[config.mk]
export PLATFORM = sky130hd
export DESIGN_NAME = gsm7_to_utf8_decoder
export DESIGN_NICKNAME = d
export VERILOG_FILES = /design/src/hw/rtl/g7u_pkg.sv /design/src/hw/rtl/g7u_front.sv /design/src/hw/rtl/g7u_queue.sv /design/src/hw/rtl/g7u_back.sv /design/src/hw/rtl/gsm7_to_utf8_decoder.sv
export SDC_FILE = /design/constraint.sdc
export NUM_CORES = 1
export LEC_CHECK = 0
export BUFFER_PORTS_ARGS = -buffer_cell sky130_fd_sc_hd__buf_2
export CORE_ASPECT_RATIO = 0.9
export CORE_MARGIN = 2
export CORE_UTILIZATION = 43
export DETAILED_ROUTE_END_ITERATION = 12
export GPL_TIMING_DRIVEN = 0
export SKIP_LAST_GASP = 1
export SLEW_MARGIN = 0
export SYNTH_ARGS = -nofsm -noshare
export SYNTH_HDL_FRONTEND = slang
export SYNTH_SLANG_ARGS = --single-unit
[constraint.sdc]
create_clock -name clk -period 5.54 [get_ports clk]
set_clock_uncertainty 0.05 [all_clocks]
set_input_delay 0.554 -clock clk [delete_from_list [all_inputs] [get_ports clk]]
set_output_delay 0.554 -clock clk [all_outputs]
set_load 0.02 [all_outputs]
[src/hw/rtl/g7u_pkg.sv]
// Shared types, constants and character tables of the GSM 7-bit to UTF-8 decoder.
package g7u_pkg;

    localparam logic [7:0] ESC_CODE = 8'h1b;
    localparam logic [7:0] BAD_CHAR = 8'h3f;
    localparam logic [7:0] EURO_B0  = 8'he2;
    localparam logic [7:0] EURO_B1  = 8'h82;
    localparam logic [7:0] EURO_B2  = 8'hac;

    localparam int QDEPTH  = 4;
    localparam int QPTR_W  = $clog2(QDEPTH);
    localparam int QCNT_W  = $clog2(QDEPTH + 1);

    // One decoded input item: one to three bytes plus the end-of-string mark.
    typedef struct packed {
        logic [1:0] nbytes;
        logic [7:0] byte0;
        logic [7:0] byte1;
        logic [7:0] byte2;
        logic       last;
    } g7u_entry_t;

    typedef struct packed {
        logic       hit;
        logic       euro;
        logic [7:0] value;
    } g7u_ext_t;

    // Default alphabet: values below 0x100 are one byte, others high byte then low byte.
    localparam logic [15:0] DEF_MAP [128] = '{
        16'h0040, 16'hc2a3, 16'h0024, 16'hc2a5, 16'hc3a8, 16'hc3a9, 16'hc3b9, 16'hc3ac,
        16'hc3b2, 16'hc387, 16'h000a, 16'hc398, 16'hc3b8, 16'h000d, 16'hc385, 16'hc3a5,
        16'hce94, 16'h005f, 16'hcea6, 16'hce93, 16'hce9b, 16'hcea9, 16'hcea0, 16'hcea8,
        16'hcea3, 16'hce98, 16'hce9e, 16'hc2a0, 16'hc386, 16'hc3a6, 16'hc39f, 16'hc389,
        16'h0020, 16'h0021, 16'h0022, 16'h0023, 16'hc2a4, 16'h0025, 16'h0026, 16'h0027,
        16'h0028, 16'h0029, 16'h002a, 16'h002b, 16'h002c, 16'h002d, 16'h002e, 16'h002f,
        16'h0030, 16'h0031, 16'h0032, 16'h0033, 16'h0034, 16'h0035, 16'h0036, 16'h0037,
        16'h0038, 16'h0039, 16'h003a, 16'h003b, 16'h003c, 16'h003d, 16'h003e, 16'h003f,
        16'hc2a1, 16'h0041, 16'h0042, 16'h0043, 16'h0044, 16'h0045, 16'h0046, 16'h0047,
        16'h0048, 16'h0049, 16'h004a, 16'h004b, 16'h004c, 16'h004d, 16'h004e, 16'h004f,
        16'h0050, 16'h0051, 16'h0052, 16'h0053, 16'h0054, 16'h0055, 16'h0056, 16'h0057,
        16'h0058, 16'h0059, 16'h005a, 16'hc384, 16'hc396, 16'hc391, 16'hc39c, 16'hc2a7,
        16'hc2bf, 16'h0061, 16'h0062, 16'h0063, 16'h0064, 16'h0065, 16'h0066, 16'h0067,
        16'h0068, 16'h0069, 16'h006a, 16'h006b, 16'h006c, 16'h006d, 16'h006e, 16'h006f,
        16'h0070, 16'h0071, 16'h0072, 16'h0073, 16'h0074, 16'h0075, 16'h0076, 16'h0077,
        16'h0078, 16'h0079, 16'h007a, 16'hc3a4, 16'hc3b6, 16'hc3b1, 16'hc3bc, 16'hc3a0
    };

    // Extension table lookup for the code that follows an escape.
    function automatic g7u_ext_t ext_lookup(input logic [7:0] code);
        g7u_ext_t r;
        r.hit   = 1'b1;
        r.euro  = 1'b0;
        r.value = BAD_CHAR;
        unique case (code)
            8'h0a:   r.value = 8'h0c;
            8'h14:   r.value = 8'h5e;
            8'h28:   r.value = 8'h7b;
            8'h29:   r.value = 8'h7d;
            8'h2f:   r.value = 8'h5c;
            8'h3c:   r.value = 8'h5b;
            8'h3d:   r.value = 8'h7e;
            8'h3e:   r.value = 8'h5d;
            8'h40:   r.value = 8'h7c;
            8'h65:   r.euro  = 1'b1;
            default: r.hit   = 1'b0;
        endcase
        return r;
    endfunction

endpackage

[src/hw/rtl/g7u_front.sv]
// Front end: accepts septets, tracks the escape state and decodes each item into bytes.
module g7u_front (
    input  logic                clk,
    input  logic                rst_n,
    input  logic                push,
    input  logic [7:0]          septet,
    input  logic                last_in,
    input  logic                q_full,
    output logic                full,
    output logic                q_wr,
    output g7u_pkg::g7u_entry_t q_wr_entry
);
    import g7u_pkg::*;

    logic       esc_reg;
    logic       esc_next;
    logic       accept;
    logic [1:0] plain_n;
    logic [7:0] plain_b0;
    logic [7:0] plain_b1;
    logic       plain_arm;
    logic       run_plain;
    logic [15:0] def_val;
    g7u_ext_t   ext;

    assign full   = q_full;
    assign accept = push && !q_full;
    assign ext    = ext_lookup(septet);
    assign def_val = DEF_MAP[septet[6:0]];

    // Plain decoding, as if no escape were pending.
    always_comb
    begin
        plain_n   = 2'd1;
        plain_b0  = BAD_CHAR;
        plain_b1  = BAD_CHAR;
        plain_arm = 1'b0;
        if (septet[7])
        begin
            plain_n = 2'd1;
        end
        else if (septet == ESC_CODE)
        begin
            if (last_in)
            begin
                plain_n = 2'd1;
            end
            else
            begin
                plain_n   = 2'd0;
                plain_arm = 1'b1;
            end
        end
        else if (def_val[15:8] != 8'h00)
        begin
            plain_n  = 2'd2;
            plain_b0 = def_val[15:8];
            plain_b1 = def_val[7:0];
        end
        else
        begin
            plain_n  = 2'd1;
            plain_b0 = def_val[7:0];
        end
    end

    always_comb
    begin
        run_plain        = 1'b1;
        q_wr_entry.last  = last_in;
        q_wr_entry.nbytes = plain_n;
        q_wr_entry.byte0 = plain_b0;
        q_wr_entry.byte1 = plain_b1;
        q_wr_entry.byte2 = BAD_CHAR;
        if (esc_reg)
        begin
            if (ext.hit && ext.euro)
            begin
                run_plain         = 1'b0;
                q_wr_entry.nbytes = 2'd3;
                q_wr_entry.byte0  = EURO_B0;
                q_wr_entry.byte1  = EURO_B1;
                q_wr_entry.byte2  = EURO_B2;
            end
            else if (ext.hit)
            begin
                run_plain         = 1'b0;
                q_wr_entry.nbytes = 2'd1;
                q_wr_entry.byte0  = ext.value;
            end
            else
            begin
                // Extension miss: '?' for the escape, then the septet itself.
                q_wr_entry.nbytes = plain_n + 2'd1;
                q_wr_entry.byte0  = BAD_CHAR;
                q_wr_entry.byte1  = plain_b0;
                q_wr_entry.byte2  = plain_b1;
            end
        end
    end

    assign q_wr     = accept && (q_wr_entry.nbytes != 2'd0);
    assign esc_next = accept ? (run_plain && plain_arm) : esc_reg;

    always_ff @(posedge clk or negedge rst_n)
    begin
        if (!rst_n)
        begin
            esc_reg <= 1'b0;
        end
        else
        begin
            esc_reg <= esc_next;
        end
    end

`ifndef ASSERT_OFF
    a_last_clears_escape: assert property (@(posedge clk) disable iff (!rst_n)
        (accept && last_in) |=> !esc_reg)
        else $error("escape still pending after the last item of a string");
`endif

endmodule

[src/hw/rtl/g7u_queue.sv]
// Short queue of decoded items between the front end and the byte serializer.
module g7u_queue (
    input  logic                clk,
    input  logic                rst_n,
    input  logic                wr,
    input  g7u_pkg::g7u_entry_t wr_entry,
    output logic                full,
    input  logic                rd,
    output g7u_pkg::g7u_entry_t rd_entry,
    output logic                nonempty
);
    import g7u_pkg::*;

    g7u_entry_t        mem_reg [QDEPTH];
    logic [QPTR_W-1:0] wptr_reg;
    logic [QPTR_W-1:0] wptr_next;
    logic [QPTR_W-1:0] rptr_reg;
    logic [QPTR_W-1:0] rptr_next;
    logic [QCNT_W-1:0] cnt_reg;
    logic [QCNT_W-1:0] cnt_next;
    logic              do_wr;
    logic              do_rd;

    assign full     = (cnt_reg == QCNT_W'(QDEPTH));
    assign nonempty = (cnt_reg != '0);
    assign do_wr    = wr && !full;
    assign do_rd    = rd && nonempty;
    assign rd_entry = mem_reg[rptr_reg];

    always_comb
    begin
        wptr_next = do_wr ? wptr_reg + 1'b1 : wptr_reg;
        rptr_next = do_rd ? rptr_reg + 1'b1 : rptr_reg;
        cnt_next  = cnt_reg;
        if (do_wr && !do_rd)
        begin
            cnt_next = cnt_reg + 1'b1;
        end
        else if (do_rd && !do_wr)
        begin
            cnt_next = cnt_reg - 1'b1;
        end
    end

    always_ff @(posedge clk)
    begin
        if (do_wr)
        begin
            mem_reg[wptr_reg] <= wr_entry;
        end
    end

    always_ff @(posedge clk or negedge rst_n)
    begin
        if (!rst_n)
        begin
            wptr_reg <= '0;
            rptr_reg <= '0;
            cnt_reg  <= '0;
        end
        else
        begin
            wptr_reg <= wptr_next;
            rptr_reg <= rptr_next;
            cnt_reg  <= cnt_next;
        end
    end

`ifndef ASSERT_OFF
    a_no_write_when_full: assert property (@(posedge clk) disable iff (!rst_n)
        !(wr && full))
        else $error("item written into a full queue");
    a_count_in_range: assert property (@(posedge clk) disable iff (!rst_n)
        cnt_reg <= QCNT_W'(QDEPTH))
        else $error("queue count out of range");
`endif

endmodule

[src/hw/rtl/g7u_back.sv]
// Back end: serializes each decoded item into result bytes, one per cycle while pop is high.
module g7u_back (
    input  logic                clk,
    input  logic                rst_n,
    input  logic                q_nonempty,
    input  g7u_pkg::g7u_entry_t q_rd_entry,
    output logic                q_rd,
    input  logic                pop,
    output logic                empty,
    output logic [7:0]          utf8_byte,
    output logic                run_end,
    output logic                string_end
);
    import g7u_pkg::*;

    g7u_entry_t cur_reg;
    g7u_entry_t cur_next;
    logic       valid_reg;
    logic       valid_next;
    logic [1:0] idx_reg;
    logic [1:0] idx_next;
    logic       taken;

    assign empty      = !valid_reg;
    assign taken      = pop && valid_reg;
    assign run_end    = (idx_reg == cur_reg.nbytes - 2'd1);
    assign string_end = run_end && cur_reg.last;
    assign q_rd       = q_nonempty && (!valid_reg || (taken && run_end));

    always_comb
    begin
        case (idx_reg)
            2'd0:    utf8_byte = cur_reg.byte0;
            2'd1:    utf8_byte = cur_reg.byte1;
            default: utf8_byte = cur_reg.byte2;
        endcase
    end

    always_comb
    begin
        cur_next   = cur_reg;
        valid_next = valid_reg;
        idx_next   = idx_reg;
        if (q_rd)
        begin
            cur_next   = q_rd_entry;
            valid_next = 1'b1;
            idx_next   = 2'd0;
        end
        else if (taken)
        begin
            if (run_end)
            begin
                valid_next = 1'b0;
            end
            else
            begin
                idx_next = idx_reg + 2'd1;
            end
        end
    end

    always_ff @(posedge clk)
    begin
        cur_reg <= cur_next;
    end

    always_ff @(posedge clk or negedge rst_n)
    begin
        if (!rst_n)
        begin
            valid_reg <= 1'b0;
            idx_reg   <= 2'd0;
        end
        else
        begin
            valid_reg <= valid_next;
            idx_reg   <= idx_next;
        end
    end

`ifndef ASSERT_OFF
    a_nbytes_nonzero: assert property (@(posedge clk) disable iff (!rst_n)
        valid_reg |-> (cur_reg.nbytes != 2'd0))
        else $error("serializer holds an item with no bytes");
    a_idx_in_range: assert property (@(posedge clk) disable iff (!rst_n)
        valid_reg |-> (idx_reg < cur_reg.nbytes))
        else $error("byte index past the end of the item");
`endif

endmodule

[src/hw/rtl/gsm7_to_utf8_decoder.sv]
// Top level of the GSM 7-bit default alphabet to UTF-8 decoder.
//
//  channel   direction  handshake           fields
//  input     in         push / full         septet[7:0], last_in
//  result    out        pop / empty         utf8_byte[7:0], run_end, string_end
//
// An item is taken in a cycle in which it is pushed while full is low; its
// bytes are queued at that edge and reach the result ports through the
// serializer registers. Each item yields zero to three bytes; the result side
// moves one byte per cycle while pop is high.
// A four-entry queue sits between the decoder and the byte serializer, and full
// rises only when it fills; the input side keeps running while results stall.
// Reset clears the escape state, the queue and the serializer; no clearing pass.
module gsm7_to_utf8_decoder (
    input  logic       clk,
    input  logic       rst_n,
    input  logic       push,
    output logic       full,
    input  logic [7:0] septet,
    input  logic       last_in,
    input  logic       pop,
    output logic       empty,
    output logic [7:0] utf8_byte,
    output logic       run_end,
    output logic       string_end
);
    import g7u_pkg::*;

    // Decoded items travel from the front end to the serializer as whole entries.
    g7u_entry_t wr_entry;
    g7u_entry_t rd_entry;
    logic       q_wr;
    logic       q_rd;
    logic       q_full;
    logic       q_nonempty;

    // The front end decodes an item in the cycle it is accepted and tracks
    // whether the previous septet was an escape.
    g7u_front u_front (
        .clk        (clk),
        .rst_n      (rst_n),
        .push       (push),
        .septet     (septet),
        .last_in    (last_in),
        .q_full     (q_full),
        .full       (full),
        .q_wr       (q_wr),
        .q_wr_entry (wr_entry)
    );

    // Items that produce no bytes (an escape in mid-string) are never queued.
    g7u_queue u_queue (
        .clk      (clk),
        .rst_n    (rst_n),
        .wr       (q_wr),
        .wr_entry (wr_entry),
        .full     (q_full),
        .rd       (q_rd),
        .rd_entry (rd_entry),
        .nonempty (q_nonempty)
    );

    // The serializer holds the item being sent in registers that drive the
    // result ports directly, and refills from the queue on the last byte.
    g7u_back u_back (
        .clk        (clk),
        .rst_n      (rst_n),
        .q_nonempty (q_nonempty),
        .q_rd_entry (rd_entry),
        .q_rd       (q_rd),
        .pop        (pop),
        .empty      (empty),
        .utf8_byte  (utf8_byte),
        .run_end    (run_end),
        .string_end (string_end)
    );

endmodule

Yosys cells after proc, flatten, opt, wreduce, memory -nomap -nowiden
Memories as Yosys holds them, arrays and structs flattened. A register that Yosys moved wholly into a read port is not among the register bits. Index checks and enable logic that the tools add are counted.

Bits in registers: 11. Bits in writable memories: 108. Memory bits (read-only): 2048. Input port bits: 13. Output and inout bits: 12. Word-level logic and storage cells: 95. Memories kept: 2.

Memory list: (name not given) (words 128, bits a word 16, read ports 1, clocked after Yosys merged registers in 0, wr ports 0, line g7u_front.sv:29) `assign def_val = DEF_MAP[septet[6:0]];`; u_queue.mem_reg (words 4, bits a word 27, read ports 1, clocked after Yosys merged registers in 1, wr ports 1, line g7u_queue.sv:14) `g7u_entry_t mem_reg [QDEPTH];`.

$add $sub $neg: 7. Magnitude comparators: 1. Equality and inequality tests: 15. Mux-type cells: 36. Bitwise gates (word level): 1. Reduce and logical (&&, ||, !) cells: 27.

Operators by type and width (count): $pmux 7 s9 (1); $mux 26 (2); $eq 8x6->1 const B (6); $mux 16 (3); $mux 8 (6); $eq 8x5->1 const B (2); $eq 8x7->1 const B (2); $pmux 8 s2 (1); $mux 1 (14); $logic_and 1x1->1 (12); $mux 2 (6); $mux 10 (1); $reduce_or 10->1 (1); $add 2x1->2 const B (4); $eq 8x4->1 const B (1); $ge 8x8->1 const B (1); $not 7->8 (1); $reduce_bool 2->1 (4); $reduce_bool 8->1 (1); $mux 3 (2); $logic_not 1->1 (4); $reduce_and 2->1 (2); $add 3x1->3 const B (1); $eq 3x3->1 const B (1); 8 further kinds (8).

Depth between registers and ports, before layout
Word-level depth: 19. Depth in mapped cells: 11.

Cells and area by module
From an unflattened synthesis, not the netlist that was laid out.

Cell total of the unflattened synthesis: 515. Area total of the unflattened synthesis: 7193.1 um^2.

Modules (own cells, without submodules): g7u_queue (instances 1, cells each 176, area each 4324.1 um^2, seq. area each 3418.3 um^2); g7u_front (instances 1, cells each 258, area each 1695.4 um^2, seq. area each 25.0 um^2); g7u_back (instances 1, cells each 81, area each 1173.6 um^2, seq. area each 885.8 um^2).

Worst setup path before layout
Ideal clock, no wire load.

Path type: register -> register. From: register u_back.idx_reg[1]. To: register u_queue.cnt_reg[1]. Arrival: 3.976 ns. Data required time: 5.365 ns. Path slack: 1.390 ns. Cell stages (with the launch flop): 10. Path buffers: 0. Clock period less this slack: 4.150 ns. Cells stage by stage: dfrtp_1 xnor2_1 mux2i_1 nand2_1 a21oi_1 inv_1 ha_1 inv_1 fa_1 mux2_2.

Word-level cells in the longest chain between the ends: 8. Elaborated cells on any way between the ends: 10. Those cells by class: eq/ne: 1; mux: 1; reduce/logical: 8.

RTL lines: from (decl) (line g7u_back.sv:20) `logic [1:0] idx_reg;`; from (signal assigned) (line g7u_back.sv:78) `idx_reg <= idx_next;`; $eq 2x2->1 (line g7u_back.sv:26) `assign run_end = (idx_reg == cur_reg.nbytes - 2'd1);`; net run_end (line gsm7_to_utf8_decoder.sv:24) `output logic run_end,`; $logic_and 1x1->1 (line g7u_back.sv:28) `assign q_rd = q_nonempty && (!valid_reg || (taken && run_end));`; $logic_or 1x1->1 (line g7u_back.sv:28); $logic_and 1x1->1 (line g7u_back.sv:28); net q_rd (line gsm7_to_utf8_decoder.sv:33) `logic q_rd;`; $logic_and 1x1->1 (line g7u_queue.sv:27) `assign do_rd = rd && nonempty;`; $logic_not 1->1 (line g7u_queue.sv:35) `if (do_wr && !do_rd)`; $logic_and 1x1->1 (line g7u_queue.sv:35); $mux 3 (line g7u_queue.sv:35); net u_queue.cnt_next[1] (line g7u_queue.sv:20) `logic [QCNT_W-1:0] cnt_next;`; to (signal assigned) (line g7u_queue.sv:65) `cnt_reg <= cnt_next;`; to (decl) (line g7u_queue.sv:19) `logic [QCNT_W-1:0] cnt_reg;`.

The timed path passes the listed nets, and every way through them passes these cells. A chain may end at the register's enable or synchronous reset.

==> results.py <==
metrics = {
    "status": {
        "status": "finished, final reports clean",
    },
    "synth": {
        "synth_ff_type": "edfxtp_1",
        "ys_async_sr_fraction_pct": 7.53,
        "synth.avg_cell_area_sq_um": 13.6,
        "synthAdderAreaFrac_pct": 2.53,
        "seq_area_frac_synth_pct": 60.0,
        "postSynthCellCount": 532,
        "synth-seq-cells": 146,
        "synth_top_family_by_area": "compound AO/OA/AOI/OAI gates",
        "synth.most_common_cell": "edfxtp_1",
        "synth_xor_xnor_area_share_pct": 1.09,
        "synthDistinctLibCells": 67,
        "synth_area_leaders": "edfxtp_1 56%, mux4_2 8.4%, dfrtp_1 3.8%, ha_1 2.3%, nand2_1 2.2%",
        "synth_edf_count": 135,
        "yosysTopAreaCellShare_pct": 56.2,
        "netlist_area_sq_um": 7210,
        "synth-simple-area-share_pct": 10.7,
        "synthTopCellsByCount": "135 x edfxtp_1, 42 x nand2_1, 27 x mux4_2",
        "synthMuxAreaShare_pct": 10.6,
        "synth_compound_area_share_pct": 11.6,
        "synth_fp_nets": 559,
        "ys_warn_count": 0,
        "yosysTopAreaCell": "edfxtp_1",
    },
    "timing": {
        "rsz0062_at_grt": "no",
        "worst_pin_slew_ns": 0.969,
        "timing.hold.ws_ns": 0.381,
        "layout_min_cycle_time_ns": 3.53,
        "post-route-period-util_pct": 63.8,
        "hold_violations": 0,
        "setup_viol": 0,
        "slew_headroom_pct": 34.5,
        "slew_violations": 0,
        "fin_setup_tns_ns": 0,
        "fmaxAchievable_mhz": 283,
    },
    "cells_and_area": {
        "area_growth_pct": 13.7,
        "drive_gt1_share_pct": 21.1,
        "fill_cells": 1412,
        "diodes": 0,
        "fin_nets": 603,
        "stdcell_area_sq_um": 8200,
        "largest_register_ff_count": 108,
    },
    "placement": {
        "hpwl_um": 11900,
        "place_area_sq_um": 7630,
        "portBuffers": 23,
        "gp_congestion": 0.925,
    },
    "power_and_ir_drop": {
        "cellLeakagePower_nw": 2.80,
        "peakVddDrop_uv": 202,
        "p_seq_share_pct": 42.0,
        "p_int_mw": 2.57,
        "p_sw_share_pct": 32.7,
        "power_density_nw_per_um2": 466,
        "combPwrFrac_pct": 29.8,
        "switching_power_mw": 1.25,
        "power_frac_clock_pct": 28.2,
    },
    "die": {
        "die-height_um": 127,
        "dieWidth_um": 140,
        "die-area_sq_um": 17800,
        "pin_count": 25,
        "core_area_sq_um": 16300,
        "initial_core_util_pct": 44.2,
        "row_count": 44,
    },
    "route": {
        "viasPerCell": 5.96,
        "ant_nets": 0,
        "avgRoutedWirePerCell_um": 21.7,
        "dr.pass1.iters": 5,
        "wirelength_um": 17300,
        "drt_iter0_markers": 410,
        "remaining_drc_errors": 0,
        "num_vias": 4743,
    },
    "setup_path": {
        "crit_arrival_ns": 3.62,
        "worst_ep_required_time_ns": 5.63,
        "worst-path-max-fanout": 10,
        "r2r_setup_slack_ns": 2.61,
        "critPathLaunchType": "primary input",
        "cp-end-kind": "flop",
        "path_class": "in -> reg",
    },
    "clock_tree": {
        "clk_path_buf_depth": 2,
        "htree_levels": 4,
        "clk_latency_ns": 0.41,
        "cts_resized": 0,
        "cts_sinks": 146,
        "tritoncts": "yes",
        "cts_made_buffers": 17,
        "cts_root_buffer": "clkbuf_16",
        "cts.reportedPaths.clkPinSlew_ns": 0.06,
    },
    "grt": {
        "busiest_layer": "met2",
        "grt_max_degree": 28,
        "grt.met3_usage_pct": 4.23,
        "use_met2_pct": 33.2,
        "antenna_found_initial": 0,
        "grt_pass1_wl_um": 27800,
        "overflow": 0,
        "globalRouteMet1Util_pct": 28.5,
        "grt_pass1_vias": 4838,
        "grt.total_usage_pct": 20.6,
    },
    "flow_run": {
        "maxCapViolations": 0,
    },
    "worst_hold_path": {
        "min_path_type": "in -> reg",
    },
}
-- worst max-delay path: stages --
cell and delay, ns:
buf_2 0.12, buf_2 0.21, inv_1 0.24, ha_1 0.38
clkbuf_1 0.46, nand2_1 0.10, a311oi_1 0.29, nor4_1 0.12
a311oi_1 0.53, nor3_1 0.09, o21ai_0 0.51
-- repair_timing --
action,4_1_cts,5_1_grt
buffers inserted,0,0
hold buffers,1,0
setup endpoints to repair,0,0
endpoints found under the hold margin,11,0
-- power groups by stage --
stage	combinational, mW	clock [mW]	sequential, mW
4_1_cts	1.17	1.09	1.61
3_3_place_gp	1.11	0	1.63
6_report	1.14	1.08	1.60
5_1_grt	1.25	1.15	1.63
2_1_floorplan	0.799	0	1.60
3_5_place_dp	1.16	0	1.63
-- stage by stage --
step | power [mW] | worst slack [ns] | instances | utilization [%]
detailed placement | 2.79 | 1.58 | 763 | 46.8
finish | 3.82 | 2.01 | 796 | 50.3
global route | 4.03 | 1.66 | 796 | 50.3
floorplan | 2.40 | 1.39 | 532 | -
global placement | 2.73 | 0.645 | 762 | 46.5
CTS | 3.86 | 2.02 | 796 | 50.3
-- cell usage in the layout (no fill, tap or decap), drive strengths merged, types with 4 or more instances in the layout --
| cell type | instances |
|---|---|
| a2111oi | 4 |
| a21oi | 22 |
| a22oi | 9 |
| a311oi | 4 |
| a31oi | 7 |
| and2 | 9 |
| buf | 46 |
| clkbuf | 33 |
| clkinv | 4 |
| dfrtp | 11 |
| edfxtp | 135 |
| ha | 13 |
| inv | 25 |
| mux2 | 5 |
| mux2i | 10 |
| mux4 | 27 |
| nand2 | 42 |
| nand2b | 13 |
| nand3 | 6 |
| nand4b | 4 |
| nor2 | 25 |
| nor2b | 8 |
| nor3 | 10 |
| nor3b | 5 |
| o211ai | 6 |
| o21ai | 26 |
| o22ai | 7 |
| o31ai | 5 |
| or2 | 4 |
| or3 | 5 |
| xnor2 | 6 |
-- path summary, 6_finish.rpt --
path	startpoint	endpoint	cells after the start
worst min register to register	u_queue.cnt_reg[2]	u_queue.cnt_reg[2]	1
worst max register to register	u_back.idx_reg[1]	u_queue.cnt_reg[1]	9
min in group asynchronous	rst_n	u_front.esc_reg	2
worst min-delay path	last_in	u_queue.mem_reg[3][0]	1
worst max-delay path	septet[1]	u_queue.mem_reg[0][2]	11
max in group asynchronous	rst_n	u_back.idx_reg[1]	2
-- cell type report --
cell class	count	area [sq um]	share of cell area (%)
buffer	38	194	2.36
clock inverter	15	138	1.68
sequential	146	4330	52.8
multi-input combinational	334	2650	32.3
inverter	14	52.6	0.641
clock buffer	17	425	5.19
tap	207	259	3.16
timing repair buffer	25	153	1.86
-- kinds of logic after synthesis --
family / Yosys count
compound gates: 122
xor+xnor: 9
fa+ha+maj: 14
buf+inv: 52
flops: 146
mux: 42
simple gates: 147
-- layer usage --
layer | vias to the layer above | wire length (um)
met5 | - | 0
met4 | 0 | 246
met3 | 22 | 841
met2 | 148 | 8360
met1 | 2390 | 7850
li1 | 2183 | -
Power figures use the tool's default switching activity.
